===== config.mk =====
export PLATFORM = sky130hd
export DESIGN_NAME = security_context_parser_flat
export DESIGN_NICKNAME = d
export VERILOG_FILES = /design/src/design/scp_pkg.sv /design/src/design/scp_if.sv /design/src/design/security_context_parser.sv /design/src/design/scp_ram.sv /design/src/design/scp_parse.sv /design/src/design/scp_bitmap.sv /design/src/flat_wrapper.sv
export SDC_FILE = /design/constraint.sdc
export NUM_CORES = 1
export LEC_CHECK = 0
export ABC_AREA = 1
export BUFFER_PORTS_ARGS = -buffer_cell sky130_fd_sc_hd__buf_2
export CAP_MARGIN = 20
export CORE_MARGIN = 4
export CORE_UTILIZATION = 53
export DETAILED_ROUTE_END_ITERATION = 12
export PLACE_DENSITY = 0.68
export SYNTH_ARGS = -nofsm -noshare
export SYNTH_HDL_FRONTEND = slang
export SYNTH_SLANG_ARGS = --single-unit

===== constraint.sdc =====
create_clock -name clk -period 11.9 [get_ports clk]
set_input_delay 1.19 -clock clk [delete_from_list [all_inputs] [get_ports clk]]
set_output_delay 1.19 -clock clk [all_outputs]
set_load 0.005 [all_outputs]

===== src/design/scp_pkg.sv =====
// Package for the security context parser.
// Character codes, sizes and the structs passed between the parser, the bitmap store and the top level.
// No dependencies.
package scp_pkg;

  // Character codes
  localparam logic [7:0] CHAR_COLON = 8'h3A;
  localparam logic [7:0] CHAR_COMMA = 8'h2C;
  localparam logic [7:0] CHAR_ZERO  = 8'h30;
  localparam logic [7:0] CHAR_NINE  = 8'h39;
  localparam logic [7:0] CHAR_CAT   = 8'h63;  // 'c'

  // Category bitmap
  localparam int CAT_COUNT = 255;
  localparam int IDX_W     = 8;
  localparam int WORD_W    = 64;
  localparam int BIT_W     = 6;
  localparam int WORDS     = 4;
  localparam int WA        = 2;
  localparam int NBANK     = 2;

  // Token accumulator
  localparam int TOK_MAX  = 4;
  localparam int TCW      = $clog2(TOK_MAX + 1);
  localparam int TNUM_W   = 10;
  localparam int TNUM_MAX = 1023;

  // String checks
  localparam logic [2:0] MIN_LEN    = 3'd5;
  localparam logic [2:0] NUM_COLONS = 3'd3;
  localparam logic [2:0] COLON_SAT  = 3'd4;

  typedef struct packed {
    logic       well_formed;
    logic [3:0] mls_type;
    logic [3:0] mls_level;
    logic [3:0] integrity_level;
  } fields_t;

  // Category bit to set
  typedef struct packed {
    logic             vld;
    logic [IDX_W-1:0] idx;
  } evt_t;

  // End of string, scalar results
  typedef struct packed {
    logic    vld;
    fields_t f;
  } fin_t;

  // One drained bitmap word with its scalar fields
  typedef struct packed {
    fields_t           f;
    logic [WA-1:0]     word_index;
    logic [WORD_W-1:0] data;
    logic              last;
  } dword_t;

endpackage


===== src/design/scp_if.sv =====
// Handshake channels of the security context parser: byte input and result output.
// Depends on nothing.
interface scp_in_if;
  logic       valid;
  logic       ready;
  logic [7:0] char_code;
  logic       end_of_string;

  modport source(output valid, char_code, end_of_string, input ready);
  modport sink(input valid, char_code, end_of_string, output ready);
endinterface

interface scp_out_if;
  logic        valid;
  logic        ready;
  logic        well_formed;
  logic [3:0]  mls_type;
  logic [3:0]  mls_level;
  logic [3:0]  integrity_level;
  logic [1:0]  word_index;
  logic [63:0] category_word;
  logic        last_word;

  modport source(output valid, well_formed, mls_type, mls_level, integrity_level,
                 word_index, category_word, last_word, input ready);
  modport sink(input valid, well_formed, mls_type, mls_level, integrity_level,
               word_index, category_word, last_word, output ready);
endinterface


===== src/design/security_context_parser.sv =====
// Security context parser: one byte a cycle in, four bitmap words per string out.
// A string's drain starts once its final byte is taken and the previous string is drained; it
// waits while a bit-set from one of the string's last two bytes is still being written. The
// four words follow one a cycle while out_chan.ready is high.
// Throughput: one byte per cycle; set by the bitmap RAM read-modify-write, one bit per byte.
// Input stalls only when both bitmap banks still hold strings waiting to be drained.
// Reset (rst_n, synchronous): clears the scanner, bank and drain control and the word valid bits;
// RAM contents are masked by the valid bits, so no clearing pass is needed.
module security_context_parser
  import scp_pkg::*;
(
  input  logic             clk,
  input  logic             rst_n,
  scp_in_if.sink           in_chan,
  scp_out_if.source        out_chan
);

  // Byte accepted this cycle
  logic   acc;
  evt_t   evt;
  fin_t   fin;
  logic   bank_free;
  logic   wd_pend;
  dword_t wd;
  logic   take;

  // Output register
  logic   out_valid_r;
  dword_t out_r;

  assign in_chan.ready = bank_free;
  assign acc           = in_chan.valid && in_chan.ready;

  // Scanner: small registers updated on every accepted byte; emits at most one bit-set
  // and, on the final byte, the scalar fields already zeroed for malformed strings.
  scp_parse u_parse (
    .clk          (clk),
    .rst_n        (rst_n),
    .acc          (acc),
    .char_code    (in_chan.char_code),
    .end_of_string(in_chan.end_of_string),
    .evt          (evt),
    .fin          (fin)
  );

  // Bitmap store: a string writes one bank while the other is drained, so the next
  // string starts straight away without a clear of the previous bitmap.
  scp_bitmap u_bitmap (
    .clk      (clk),
    .rst_n    (rst_n),
    .evt      (evt),
    .fin      (fin),
    .take     (take),
    .bank_free(bank_free),
    .wd_pend  (wd_pend),
    .wd       (wd)
  );

  // Load a drained word when the output register is empty or being emptied
  assign take = wd_pend && (!out_valid_r || out_chan.ready);

  always_ff @(posedge clk) begin
    if (!rst_n) begin
      out_valid_r <= 1'b0;
    end else begin
      if (take) begin
        out_valid_r <= 1'b1;
        out_r       <= wd;
      end else if (out_chan.ready) begin
        out_valid_r <= 1'b0;
      end
    end
  end

  assign out_chan.valid           = out_valid_r;
  assign out_chan.well_formed     = out_r.f.well_formed;
  assign out_chan.mls_type        = out_r.f.mls_type;
  assign out_chan.mls_level       = out_r.f.mls_level;
  assign out_chan.integrity_level = out_r.f.integrity_level;
  assign out_chan.word_index      = out_r.word_index;
  assign out_chan.category_word   = out_r.data;
  assign out_chan.last_word       = out_r.last;

endmodule


===== src/design/scp_ram.sv =====
// Generic single-port-write, single-port-read RAM with registered read data.
// No dependencies.
module scp_ram #(
  parameter int WIDTH = 64,
  parameter int DEPTH = 4
) (
  input  logic                     clk,
  input  logic                     we,
  input  logic [$clog2(DEPTH)-1:0] waddr,
  input  logic [WIDTH-1:0]         wdata,
  input  logic                     re,
  input  logic [$clog2(DEPTH)-1:0] raddr,
  output logic [WIDTH-1:0]         rdata
);

  logic [WIDTH-1:0] mem [DEPTH];

  // read-first; rdata holds when re is low
  always_ff @(posedge clk) begin
    if (we) begin
      mem[waddr] <= wdata;
    end
    if (re) begin
      rdata <= mem[raddr];
    end
  end

endmodule


===== src/design/scp_parse.sv =====
// Per-byte scanner: colon and length counts, numeric fields, category token accumulator.
// Depends on scp_pkg.
module scp_parse
  import scp_pkg::*;
(
  input  logic       clk,
  input  logic       rst_n,
  input  logic       acc,
  input  logic [7:0] char_code,
  input  logic       end_of_string,
  output evt_t       evt,
  output fin_t       fin
);

  logic [2:0]        colon_r, colon_nxt;
  logic [2:0]        len_r, len_nxt;
  logic              pend_r, pend_nxt;
  logic [3:0]        type_r, type_nxt;
  logic [3:0]        lvl_r, lvl_nxt;
  logic [3:0]        integ_r, integ_nxt;
  logic [TCW-1:0]    tcnt_r, tcnt_nxt;
  logic [TNUM_W-1:0] tnum_r, tnum_nxt;
  logic              tval_r, tval_nxt;
  logic [IDX_W-1:0]  prev_r, prev_nxt;
  logic              pout_r, pout_nxt;

  logic              is_dig;
  logic [3:0]        dv;
  logic              close_tok;
  logic [13:0]       prod;

  always_comb begin
    is_dig    = (char_code >= CHAR_ZERO) && (char_code <= CHAR_NINE);
    dv        = is_dig ? 4'(char_code - CHAR_ZERO) : 4'd1;
    prod      = 14'(tnum_r) * 14'd10 + 14'(dv);
    close_tok = 1'b0;

    colon_nxt = colon_r;
    len_nxt   = (len_r < MIN_LEN) ? len_r + 3'd1 : len_r;
    pend_nxt  = pend_r;
    type_nxt  = type_r;
    lvl_nxt   = lvl_r;
    integ_nxt = integ_r;
    tcnt_nxt  = tcnt_r;
    tnum_nxt  = tnum_r;
    tval_nxt  = tval_r;
    prev_nxt  = prev_r;
    pout_nxt  = pout_r;

    // first character of a numeric field
    if (pend_r) begin
      case (colon_r)
        3'd0:    type_nxt  = dv;
        3'd1:    lvl_nxt   = dv;
        3'd3:    integ_nxt = dv;
        default: ;
      endcase
      pend_nxt = 1'b0;
    end

    if (char_code == CHAR_COLON) begin
      close_tok = (colon_r == 3'd2) && (tcnt_r != '0);
      if (colon_r < COLON_SAT) begin
        colon_nxt = colon_r + 3'd1;
      end
      if (colon_nxt == NUM_COLONS) begin
        integ_nxt = 4'd1;  // empty integrity field reads as 1
      end
      pend_nxt = 1'b1;
    end else if (colon_r == 3'd2) begin
      if (char_code == CHAR_COMMA) begin
        close_tok = 1'b1;
      end else if (tcnt_r < TCW'(TOK_MAX)) begin
        if (tcnt_r == '0) begin
          tcnt_nxt = (char_code == CHAR_CAT) ? TCW'(1) : TCW'(TOK_MAX);
        end else if (is_dig) begin
          tnum_nxt = (prod > 14'(TNUM_MAX)) ? TNUM_W'(TNUM_MAX) : prod[TNUM_W-1:0];
          tval_nxt = 1'b1;
          tcnt_nxt = tcnt_r + TCW'(1);
        end else begin
          tcnt_nxt = TCW'(TOK_MAX);
        end
      end
    end

    // a failed token reuses the previous index
    if (close_tok) begin
      if (tval_r) begin
        if (tnum_r >= TNUM_W'(CAT_COUNT)) begin
          pout_nxt = 1'b1;
        end else begin
          pout_nxt = 1'b0;
          prev_nxt = tnum_r[IDX_W-1:0];
        end
      end
      tcnt_nxt = '0;
      tnum_nxt = '0;
      tval_nxt = 1'b0;
    end

    evt.vld = acc && close_tok && !pout_nxt && ({1'b0, prev_nxt} < 9'(CAT_COUNT));
    evt.idx = prev_nxt;

    fin.vld = acc && end_of_string;
    fin.f.well_formed = (len_nxt >= MIN_LEN) && (colon_nxt == NUM_COLONS);
    fin.f.mls_type        = fin.f.well_formed ? type_nxt  : 4'd0;
    fin.f.mls_level       = fin.f.well_formed ? lvl_nxt   : 4'd0;
    fin.f.integrity_level = fin.f.well_formed ? integ_nxt : 4'd0;
  end

  always_ff @(posedge clk) begin
    if (!rst_n || (acc && end_of_string)) begin
      colon_r <= '0;
      len_r   <= '0;
      pend_r  <= 1'b1;
      type_r  <= '0;
      lvl_r   <= '0;
      integ_r <= '0;
      tcnt_r  <= '0;
      tnum_r  <= '0;
      tval_r  <= 1'b0;
      prev_r  <= '0;
      pout_r  <= 1'b0;
    end else if (acc) begin
      colon_r <= colon_nxt;
      len_r   <= len_nxt;
      pend_r  <= pend_nxt;
      type_r  <= type_nxt;
      lvl_r   <= lvl_nxt;
      integ_r <= integ_nxt;
      tcnt_r  <= tcnt_nxt;
      tnum_r  <= tnum_nxt;
      tval_r  <= tval_nxt;
      prev_r  <= prev_nxt;
      pout_r  <= pout_nxt;
    end
  end

endmodule


===== src/design/scp_bitmap.sv =====
// Double-banked category bitmap: bit-set read-modify-write with forwarding, word valid bits,
// and the drain sequencer that reads a finished bank out word by word. Depends on scp_pkg, scp_ram.
module scp_bitmap
  import scp_pkg::*;
(
  input  logic   clk,
  input  logic   rst_n,
  input  evt_t   evt,
  input  fin_t   fin,
  input  logic   take,
  output logic   bank_free,
  output logic   wd_pend,
  output dword_t wd
);

  logic                         cur_bank_r;
  logic [NBANK-1:0]             busy_r;
  logic [NBANK-1:0][WORDS-1:0]  wvld_r;
  fields_t                      fld_r [NBANK];

  logic                         s1_v_r, s1_bank_r;
  logic [IDX_W-1:0]             s1_idx_r;
  logic                         s2_v_r, s2_bank_r;
  logic [IDX_W-1:0]             s2_idx_r;
  logic                         lw_v_r, lw_bank_r;
  logic [WA-1:0]                lw_addr_r;
  logic [WORD_W-1:0]            lw_data_r;

  logic                         db_r;
  logic [WA:0]                  iss_r;
  logic                         rp_r;
  logic [WA-1:0]                rk_r;

  logic [NBANK-1:0]             re, we;
  logic [NBANK-1:0][WA-1:0]     raddr;
  logic [NBANK-1:0][WORD_W-1:0] rdata;
  logic [WA-1:0]                s2_word;
  logic [WORD_W-1:0]            base, merged;
  logic                         issue;

  always_comb begin
    s2_word = s2_idx_r[IDX_W-1 -: WA];
    if (lw_v_r && (lw_bank_r == s2_bank_r) && (lw_addr_r == s2_word)) begin
      base = lw_data_r;  // write landed on the edge that captured the stale read
    end else if (wvld_r[s2_bank_r][s2_word]) begin
      base = rdata[s2_bank_r];
    end else begin
      base = '0;
    end
    merged = base | (WORD_W'(1) << s2_idx_r[BIT_W-1:0]);

    // drain waits until the bank's last bit-sets have been written
    issue = busy_r[db_r] && (iss_r < (WA+1)'(WORDS))
            && !(s1_v_r && (s1_bank_r == db_r))
            && !(s2_v_r && (s2_bank_r == db_r))
            && (!rp_r || take);

    for (int b = 0; b < NBANK; b++) begin
      re[b]    = (s1_v_r && (s1_bank_r == 1'(b))) || (issue && (db_r == 1'(b)));
      raddr[b] = (s1_v_r && (s1_bank_r == 1'(b))) ? s1_idx_r[IDX_W-1 -: WA] : iss_r[WA-1:0];
      we[b]    = s2_v_r && (s2_bank_r == 1'(b));
    end

    bank_free     = !busy_r[cur_bank_r];
    wd_pend       = rp_r;
    wd.f          = fld_r[db_r];
    wd.word_index = rk_r;
    wd.data       = (wvld_r[db_r][rk_r] && fld_r[db_r].well_formed) ? rdata[db_r] : '0;
    wd.last       = (rk_r == WA'(WORDS - 1));
  end

  for (genvar g = 0; g < NBANK; g++) begin : g_bank
    scp_ram #(
      .WIDTH(WORD_W),
      .DEPTH(WORDS)
    ) u_ram (
      .clk  (clk),
      .we   (we[g]),
      .waddr(s2_word),
      .wdata(merged),
      .re   (re[g]),
      .raddr(raddr[g]),
      .rdata(rdata[g])
    );
  end

  always_ff @(posedge clk) begin
    if (!rst_n) begin
      cur_bank_r <= 1'b0;
      busy_r     <= '0;
      wvld_r     <= '0;
      s1_v_r     <= 1'b0;
      s2_v_r     <= 1'b0;
      lw_v_r     <= 1'b0;
      db_r       <= 1'b0;
      iss_r      <= '0;
      rp_r       <= 1'b0;
    end else begin
      s1_v_r    <= evt.vld;
      s1_bank_r <= cur_bank_r;
      s1_idx_r  <= evt.idx;
      s2_v_r    <= s1_v_r;
      s2_bank_r <= s1_bank_r;
      s2_idx_r  <= s1_idx_r;
      lw_v_r    <= s2_v_r;
      lw_bank_r <= s2_bank_r;
      lw_addr_r <= s2_word;
      lw_data_r <= merged;

      if (s2_v_r) begin
        wvld_r[s2_bank_r][s2_word] <= 1'b1;
      end

      if (fin.vld) begin
        busy_r[cur_bank_r] <= 1'b1;
        fld_r[cur_bank_r]  <= fin.f;
        cur_bank_r         <= ~cur_bank_r;
      end

      if (issue) begin
        iss_r <= iss_r + (WA+1)'(1);
        rp_r  <= 1'b1;
        rk_r  <= iss_r[WA-1:0];
      end else if (take) begin
        rp_r <= 1'b0;
      end

      // last word handed on: bank is free and logically cleared
      if (take && (rk_r == WA'(WORDS - 1))) begin
        busy_r[db_r] <= 1'b0;
        wvld_r[db_r] <= '0;
        db_r         <= ~db_r;
        iss_r        <= '0;
      end
    end
  end

endmodule

===== src/flat_wrapper.sv =====
// flat-port wrapper written by rule: the top's interface ports become plain ports
module security_context_parser_flat import scp_pkg::*;
  (clk, rst_n, in_chan_valid, in_chan_char_code, in_chan_end_of_string, in_chan_ready, out_chan_valid, out_chan_well_formed, out_chan_mls_type, out_chan_mls_level, out_chan_integrity_level, out_chan_word_index, out_chan_category_word, out_chan_last_word, out_chan_ready);
  scp_in_if in_chan_i ();
  scp_out_if out_chan_i ();
  input  logic clk;
  input  logic rst_n;
  input wire logic [$bits(in_chan_i.valid)-1:0] in_chan_valid;
  input wire logic [$bits(in_chan_i.char_code)-1:0] in_chan_char_code;
  input wire logic [$bits(in_chan_i.end_of_string)-1:0] in_chan_end_of_string;
  output wire logic [$bits(in_chan_i.ready)-1:0] in_chan_ready;
  output wire logic [$bits(out_chan_i.valid)-1:0] out_chan_valid;
  output wire logic [$bits(out_chan_i.well_formed)-1:0] out_chan_well_formed;
  output wire logic [$bits(out_chan_i.mls_type)-1:0] out_chan_mls_type;
  output wire logic [$bits(out_chan_i.mls_level)-1:0] out_chan_mls_level;
  output wire logic [$bits(out_chan_i.integrity_level)-1:0] out_chan_integrity_level;
  output wire logic [$bits(out_chan_i.word_index)-1:0] out_chan_word_index;
  output wire logic [$bits(out_chan_i.category_word)-1:0] out_chan_category_word;
  output wire logic [$bits(out_chan_i.last_word)-1:0] out_chan_last_word;
  input wire logic [$bits(out_chan_i.ready)-1:0] out_chan_ready;
  assign in_chan_i.valid = in_chan_valid;
  assign in_chan_i.char_code = in_chan_char_code;
  assign in_chan_i.end_of_string = in_chan_end_of_string;
  assign in_chan_ready = in_chan_i.ready;
  assign out_chan_valid = out_chan_i.valid;
  assign out_chan_well_formed = out_chan_i.well_formed;
  assign out_chan_mls_type = out_chan_i.mls_type;
  assign out_chan_mls_level = out_chan_i.mls_level;
  assign out_chan_integrity_level = out_chan_i.integrity_level;
  assign out_chan_word_index = out_chan_i.word_index;
  assign out_chan_category_word = out_chan_i.category_word;
  assign out_chan_last_word = out_chan_i.last_word;
  assign out_chan_i.ready = out_chan_ready;
  security_context_parser u_core (.clk(clk), .rst_n(rst_n), .in_chan(in_chan_i), .out_chan(out_chan_i));
endmodule

==> flow_results.org, run 1 <==
** Routing
- DRC :: 0
- The first TritonRoute pass finished after 5 iterations.
- Drt initial violations :: 2705
- Once detail routing completed, the nets flagged for antenna violations numbered 0.
- In the routed layout, each cell is associated on average with a via count of 6.14.
- Overall routed net length :: 93.8 mm
- Mean routed wirelength per cell :: 24.1 µm
- Detailed routing inserted a total of 23919 vias.

** Worst setup path
- Maximum fanout along the worst path :: 38
- By startpoint and endpoint, the worst setup path is classified as reg -> reg.
- Critical path required time :: 12.19 ns
- Depth of the worst register-to-register path :: 10
- The worst setup path is launched from a flop.
- STA classifies the critical path endpoint as a flop.
- Data on the critical path arrives at its endpoint at 4.39 ns.

** CTS
- Post_cts resized :: 0
- Maximum clock path buffer count :: 3
- The later pin in the worst-skew pair is clocked with a latency of 0.65 ns.
- Clock sink count :: 896
- Post-CTS setup buffer count :: 0
- CTS tree :: done
- After clock tree synthesis, the clock-pin slew on the worst setup and hold paths is 0.06 ns.
- Count of hold-fix buffers inserted at cts :: 0
- Clk Tree Root Cell :: clkbuf_16
- In this run the number of H-tree levels came out at 3.
- Number of buffers created by CTS :: 90

** Floorplan
- Number of placed I/O pins :: 95
- The core region is 67500 µm².
- In this run the vertical extent of the chip is 269 µm.
- Once the floorplan was initialized, standard cells occupied 53.7% of the core.
- The die is 269 µm wide.
- Number of rows in the core area :: 95
- Floorplan die area :: 72600 µm²

** Global route
- Largest net degree at the start of global routing :: 89
- First-pass GRT wire length :: 141 mm
- Initial antenna violation count :: 1
- Global routing finished with a remaining overflow of 0.
- Via count of the first global-routing pass :: 23665
- Total GRT Usage :: 25.2%

** STA
- The final number of hold-violating endpoints is 0.
- Final Critical Period :: 4.10 ns
- At the pin with the least slew margin, the transition time is 1.22 ns.
- In this run the tightest slew margin relative to its limit is 18.4%.
- Period Utilization, post-route :: 34.5%
- On the final layout, the worst clock skew is 0.0351 ns.
- Final setup fails :: 0
- Setup repair after global routing left no endpoint under its margin.
- Static timing analysis puts the maximum clock frequency at 244 MHz.
- Post-Route Setup TNS :: 0 ns
- The number of slew-limit violations in the final report came to 0.

** Synth
- Mean post-synth cell area :: 12.6 µm²
- Summed instance area of the synthesized netlist :: 36200 µm²
- Share of flip-flops with an asynchronous set or reset :: 0%
- Synthesized flop and latch total :: 896
- Post-synth EDFFs :: 833
- Predominant post-synthesis flop cell :: edfxtp_1
- Mapped Cells :: 2880
- Of the synthesized area, sequential elements account for 72.5%.
- Warnings from Yosys :: 0
- In this run, distinct cell masters in the synthesized netlist total 48.
- Syn nets :: 2921

** Outcome
- Result of the run :: finished clean

** Power
- The worst-case IR drop observed on VDD is 0.000107 V.
- Static leakage :: 14.4 nW
- The completed layout was analyzed and its total power is 6.79 mW.
- Dividing total power by cell area gives a power density of 167 nW/µm².

** Placed design
- In this run the tool buffered the top-level ports with 94 buffer cells.
- Half-perimeter wire length after placement :: 50.8 mm
- At the end of routability-driven placement, the weighted congestion stood at 0.824.

** Final layout
- The repair_antennas step left the layout with diodes totalling 0.
- Leading cell types in the layout, fill and taps excluded :: edfxtp_1, nand2_1, a21oi_1
- At the end of the flow, the number of nets in the layout was 2990.
- The post-route netlist has 13.9% of its cells at a drive strength greater than 1.
- The area growth from synthesis to layout is 12.3%.
- The library cell used most frequently in the layout, excluding fill and tap cells, is edfxtp_1.

** Min path
- Instance count along the most critical hold path :: 0
- Path class of the lowest-slack min-delay path :: reg -> reg

** Job
- Max-cap violation count :: 0
stage by stage:
| step | setup WS [ns] | utilization, % | cell area (µm²) | hold WS, ns | std cells |
|---|---|---|---|---|---|
| global route | 7.67 | 60.2 | 40700 | 0.428 | 3898 |
| CTS | 7.94 | 60.2 | 40700 | 0.420 | 3896 |
| finish | 7.80 | 60.2 | 40700 | 0.418 | 3898 |
| floorplan | 5.18 | - | 36200 | 0.400 | 2880 |
| detailed placement | 7.96 | 55.9 | 37700 | 0.406 | 3728 |
| global placement | 8.04 | 55.8 | 37700 | 0.401 | 3726 |
sequential cells by signal, indices dropped and copies added (netlist names), 8 cells and up, named ones only:
signal	cells
u_core.u_bitmap.g_bank.u_ram.mem	512
u_core.u_parse.tnum_r	10
u_core.u_bitmap.wvld_r	8
u_core.u_bitmap.lw_data_r	64
u_core.u_bitmap.s1_idx_r	8
u_core.u_bitmap.g_bank.u_ram.rdata	128
u_core.u_parse.prev_r	8
u_core.u_bitmap.fld_r	26
u_core.out_chan.category_word	64
u_core.u_bitmap.s2_idx_r	8
per-layer routing:
metal	share of wire [%]	GRT usage [%]
met5	0	0
met4	2.6	7.77
met2	49	42.3
met3	9.1	4.03
met1	39	34.3
cell usage after synthesis (3+ instances only):
| cell type | number | area, µm² |
|---|---|---|
| or2_2 | 65 | 407 |
| a32oi_1 | 128 | 1120 |
| o21ai_2 | 3 | 26.3 |
| nor4_1 | 4 | 25.0 |
| nand2_1 | 758 | 2850 |
| o21a_1 | 3 | 22.5 |
| buf_1 | 16 | 60.1 |
| buf_2 | 21 | 105 |
| clkbuf_1 | 131 | 492 |
| a21oi_2 | 10 | 87.6 |
| dfxtp_1 | 63 | 1260 |
| inv_1 | 132 | 495 |
| o2111ai_1 | 64 | 561 |
| inv_2 | 4 | 15.0 |
| a21oi_1 | 231 | 1160 |
| o211ai_1 | 11 | 82.6 |
| xor2_1 | 6 | 52.6 |
| nor2_1 | 93 | 349 |
| mux2_2 | 13 | 146 |
| nand4_1 | 61 | 382 |
| edfxtp_1 | 833 | 25000 |
| nor3_1 | 10 | 50.1 |
| o21ai_0 | 43 | 215 |
| nand3_1 | 110 | 551 |
| nand2_2 | 7 | 43.8 |
| ha_1 | 26 | 325 |
| a211oi_1 | 4 | 30.0 |
critical path, cell delays in order (launching register included):
cell      delay (ns)
edfxtp_1        0.37
buf_4           0.46
buf_4           0.56
xor2_1          0.24
nor2_1          0.07
nand2_2         0.06
buf_4           0.42
clkinv_2        0.53
buf_4           0.53
nand2_1         0.15
nand3_1         0.26
cell type report:
type,count,area (µm²)
Fill cell,5129,26800
Sequential cell,896,26300
Multi-Input combinational cell,1676,8920
Clock buffer,110,2400
Tap cell,873,1090
Timing Repair Buffer,147,903
Clock inverter,58,551
Inverter,138,524
report_power, final:
group          switching [mW]  total (mW)  internal [mW]  leakage (nW)
registers              0.0282        3.55           3.52          8.26
clock network            1.18        2.82           1.64          1.44
logic                   0.313       0.419          0.106          4.67
cells by family (layout without fill, tap and decap cells):
logic type | after synthesis | in the layout | share of synthesized area (%)
AOI/OAI and AO/OA | 512 | 512 | 9.50
DFF | 896 | 896 | 72.5
and+or+nand+nor | 1115 | 1115 | 13.1
adders and majority gates | 28 | 28 | 1.01
xor gates and xnor gates | 8 | 8 | 0.193
buffers and inverters | 308 | 453 | 3.31
muxes | 13 | 13 | 0.404
worst paths after layout:
kind                                           endpoint                   startpoint  slack, ns
min                         u_core.u_bitmap.s2_idx_r[0]  u_core.u_bitmap.s1_idx_r[0]       0.42
max          u_core.u_bitmap.g_bank[1].u_ram.mem[1][22]    u_core.u_bitmap.s2_bank_r       7.80
max reg2reg  u_core.u_bitmap.g_bank[1].u_ram.mem[1][22]    u_core.u_bitmap.s2_bank_r       7.80
min reg2reg                 u_core.u_bitmap.s2_idx_r[0]  u_core.u_bitmap.s1_idx_r[0]       0.42
(Power assumes the default switching activity.)
==> inputs of run 2 (changes only) <==
--- a/config.mk
+++ b/config.mk
@@ -5,7 +5,7 @@
 export SDC_FILE = /design/constraint.sdc
 export NUM_CORES = 1
 export LEC_CHECK = 0
-export ABC_AREA = 1
+export ABC_AREA = 0
 export BUFFER_PORTS_ARGS = -buffer_cell sky130_fd_sc_hd__buf_2
 export CAP_MARGIN = 20
 export CORE_MARGIN = 4
==> constraint.sdc (replaced) <==
create_clock -name clk -period 3.8 [get_ports clk]
set_input_delay 0.38 -clock clk [delete_from_list [all_inputs] [get_ports clk]]
set_output_delay 0.38 -clock clk [all_outputs]
set_load 0.005 [all_outputs]
==> run 2 against run 1 <==
Effect of this change: worst hold slack lost 0.34 ns; synthesized cell count decreased by 35%; die area down 3.8%; clock-buffer cell count decreased by 6; non-clock buffer count down 13; critical path type unchanged; largest cell class unchanged.
==> flow_results.org, run 2 <==
** Synth
- The mapped netlist covers 34800 µm².
- By area the synthesized netlist is led by edfxtp_1, mux4_2, mux2i_1.
- Predominant post-synthesis flop cell :: edfxtp_1
- Largest area contributor in the synthesized netlist :: edfxtp_1
- Ranked by instance count, the synthesized netlist is headed by edfxtp_1, mux2i_1, nor2_1.
- Dividing the synthesized area by the synthesized cell count gives 18.6 µm².
- The synthesized design devotes to its leading area cell type 71.9% of total area.
- The synthesized netlist contains 61 unique library cells.
- Post-synth EDFFs :: 833
- When the netlist entered floorplanning its net count stood at 1910.
- The share of the Yosys chip area taken by registers is 75.5%.
- Mapped Cells :: 1869
- The most common cell in the synthesized netlist is edfxtp_1.
- Synthesized flop and latch total :: 896
- Share of flip-flops with an asynchronous set or reset :: 0%
- The Yosys step of the flow raised 0 warnings.

** CTS
- Source-to-sink clock delay at the later pin of the worst-skew pair :: 0.64 ns
- H-tree level count :: 3
- The number of hold buffers added after CTS was 0.
- The tree is rooted in a clkbuf_16.
- In this run the post-CTS setup repair buffer count came out at 0.
- In this run, post-CTS repair resized a total of 0 instances.
- Clock sink count :: 896
- TritonCTS built the clock tree.
- In this run, CTS created clock tree buffers numbering 89.
- No sink is reached through more buffers than the 3 on the longest clock path.
- Clock input transition at the sequential cells of the worst setup and hold paths :: 0.06 ns

** Power
- Across the VDD grid, the largest voltage drop is 0.000312 V.
- For this design the static power due to leakage is 13.6 nW.
- In this run the power density over the cells is 517 nW/µm².

** Final layout
- Of the cells placed in the final design, the portion with a size suffix greater than 1 is 21.9%.
- Most frequent standard cell in the layout excluding fill and tap cells :: edfxtp_1
- For this run, the share of the core covered by cells in the final layout is 61.4%.
- After routing the design area is 39700 µm².
- After the last flow step, the layout net total stands at 2048.
- The largest registers in the layout are u_core.u_bitmap.g_bank.u_ram.mem x512, u_core.u_bitmap.g_bank.u_ram.rdata x128.
- Register with the most flip-flops :: u_core.u_bitmap.g_bank.u_ram.mem
- Number of filler instances in the final layout :: 4636
- In the layout the commonest cells are edfxtp_1, mux2i_1, nor2_1.
- Max FFs per register :: 512
- Area grow syn2layout :: 14.1%
- Ant diodes :: 0

** Worst setup path
- Maximum fanout along the worst path :: 10
- CP Class :: reg -> reg
- The worst register-to-register path ends at u_core.u_parse.tnum_r[0].
- Arrival @ worst endpoint :: 3.63 ns
- The worst register-to-register path has a setup slack of 0.72 ns.
- Depth of the worst register-to-register path :: 9
- Category of the worst setup path capture point :: flop
- Critical path required time :: 4.34 ns
- The worst register-to-register path begins at u_core.u_parse.tnum_r[4].
- STA classifies the critical path startpoint as a flop.

** STA
- Final Critical Period :: 3.08 ns
- The number of slew-limit violations in the final report was 0.
- RSZ-0062 raised after global routing :: false
- Setup violations remaining at the end of the flow were counted as 0.
- Actual transition at the worst max-transition pin :: 1.09 ns
- Post-Route Setup TNS :: 0 ns
- Worst hold slack :: 0.0807 ns
- Number of hold violations in the final report :: 0
- Slew headroom :: 27.2%
- Period Utilization, post-route :: 81.2%
- Fin Clk Skew :: 0.0255 ns
- Achievable Freq :: 324 MHz

** Floorplan
- The floorplan has 93 rows.
- Initial Utilization :: 53.8%
- Standard cell core area :: 64700 µm²
- The floorplan step set the die width to 264 µm.
- 95 I/O pins were placed.
- Floorplan die area :: 69800 µm²
- Die H :: 264 µm

** Routing
- In this run the remaining antenna-violating nets after routing total 0.
- The first detailed-routing pass ran for 5 iterations.
- The routed layout has 17888 vias.
- The detailed router finished its first iteration with 1930 violations.
- After detailed routing, the number of remaining DRC violations is 0.
- Mean routed wirelength per cell :: 26.2 µm
- Using the TritonRoute via totals, the vias-per-cell ratio works out to 6.09.
- Overall routed net length :: 77.0 mm

** Min path
- Hold Path Sink :: u_core.u_bitmap.busy_r[1]
- Along the worst hold path, the cell count comes to 3.
- Path class of the lowest-slack min-delay path :: in -> reg
- Hold Startpoint :: in_chan_valid

** Global route
- Entering global routing, the biggest net connects 65 pins.
- The first global-routing pass estimated 117 mm of wire.
- The initial antenna violation count came to 1.
- The number of global-route vias before repair came to 18249.
- Total GRT Usage :: 22.1%
- Total global routing overflow :: 0

** Outcome
- Result of the run :: finished clean

** Placed design
- Routability-driven placement finished with a final weighted congestion of 0.799.
- Half-perimeter wire length after placement :: 40.8 mm
- Buffers placed on the I/O ports in this run total 94.
- Placed Area :: 36700 µm²

** Job
- Across the run, the number of max-cap violations was 0.
[run 2: changes by cell type after synthesis, sizes merged, moves of 117 or more]
cell | before | now
nand2 | 765 | 116
a21oi | 243 | 41
mux2i | 0 | 150
mux4 | 0 | 132
a32oi | 128 | 0
inv | 136 | 19
[run 2: area by class of cell]
cell class	count	area, µm²	area share (%)
flip-flops and latches	896	26300	66.2
multi-input cells	867	8250	20.8
clock buffers	104	2340	5.88
well taps	855	1070	2.69
repair buffers	134	1030	2.60
clock inverters	60	662	1.67
inverters	19	71.3	0.180
[run 2: routing by layer]
layer  global-route usage [%]  routed length [µm]  vias up
li1                         -                   -     7787
met3                     3.37                5100       98
met5                        0                   0        -
met1                     30.6               31500     9332
met2                     37.3               38900      671
met4                     5.85                1510        0
[run 2: critical path: stages, from the launching register on]
cell	delay [ns]
dfxtp_1	0.47
ha_1	0.30
ha_1	0.29
a211o_1	0.32
a211o_1	0.30
a221oi_2	0.37
nand4_1	0.14
mux2_1	0.33
and3_4	0.23
a311oi_2	0.23
[run 2: cells by family (layout without fill, tap and decap cells)]
group / Yosys count / after routing / synth area share (%)
AO/OA/AOI/OAI: 164 / 164 / 3.67
multiplexers: 305 / 305 / 13.6
AND/OR/NAND/NOR: 354 / 354 / 4.53
flip-flops: 896 / 896 / 75.5
buffers and inverters: 106 / 317 / 1.22
XOR/XNOR: 16 / 16 / 0.403
adder cells (fa/ha/maj): 28 / 28 / 1.05
[run 2: where the power goes]
group,internal [mW],switching [mW],total [mW]
logic,0.284,0.414,0.697
clock network,5.30,3.64,8.94
registers,10.8,0.0632,10.9
total,16.4,4.12,20.5
[run 2: how the worst max path moves through the flow]
stage,cells after the start,endpoint,start,slack (ns)
after floorplan,6,u_core.u_bitmap.g_bank[1].u_ram.rdata[0],u_core.u_bitmap.s2_bank_r,-0.92
after global placement,11,u_core.u_parse.tnum_r[2],in_chan_char_code[7],0.69
after detailed placement,11,u_core.u_parse.tnum_r[0],in_chan_char_code[7],0.63
after CTS,9,u_core.u_parse.tnum_r[0],u_core.u_parse.tnum_r[4],0.71
after global routing,9,u_core.u_parse.tnum_r[0],u_core.u_parse.tnum_r[4],0.52
final,9,u_core.u_parse.tnum_r[0],u_core.u_parse.tnum_r[4],0.72
[run 2: metrics by stage]
step | setup WS (ns) | cells | power, mW
floorplan | -0.925 | 1869 | 11.5
global placement | 0.687 | 2770 | 11.8
detailed placement | 0.628 | 2771 | 11.8
CTS | 0.711 | 2935 | 20.7
global route | 0.523 | 2935 | 21.1
finish | 0.716 | 2935 | 20.5
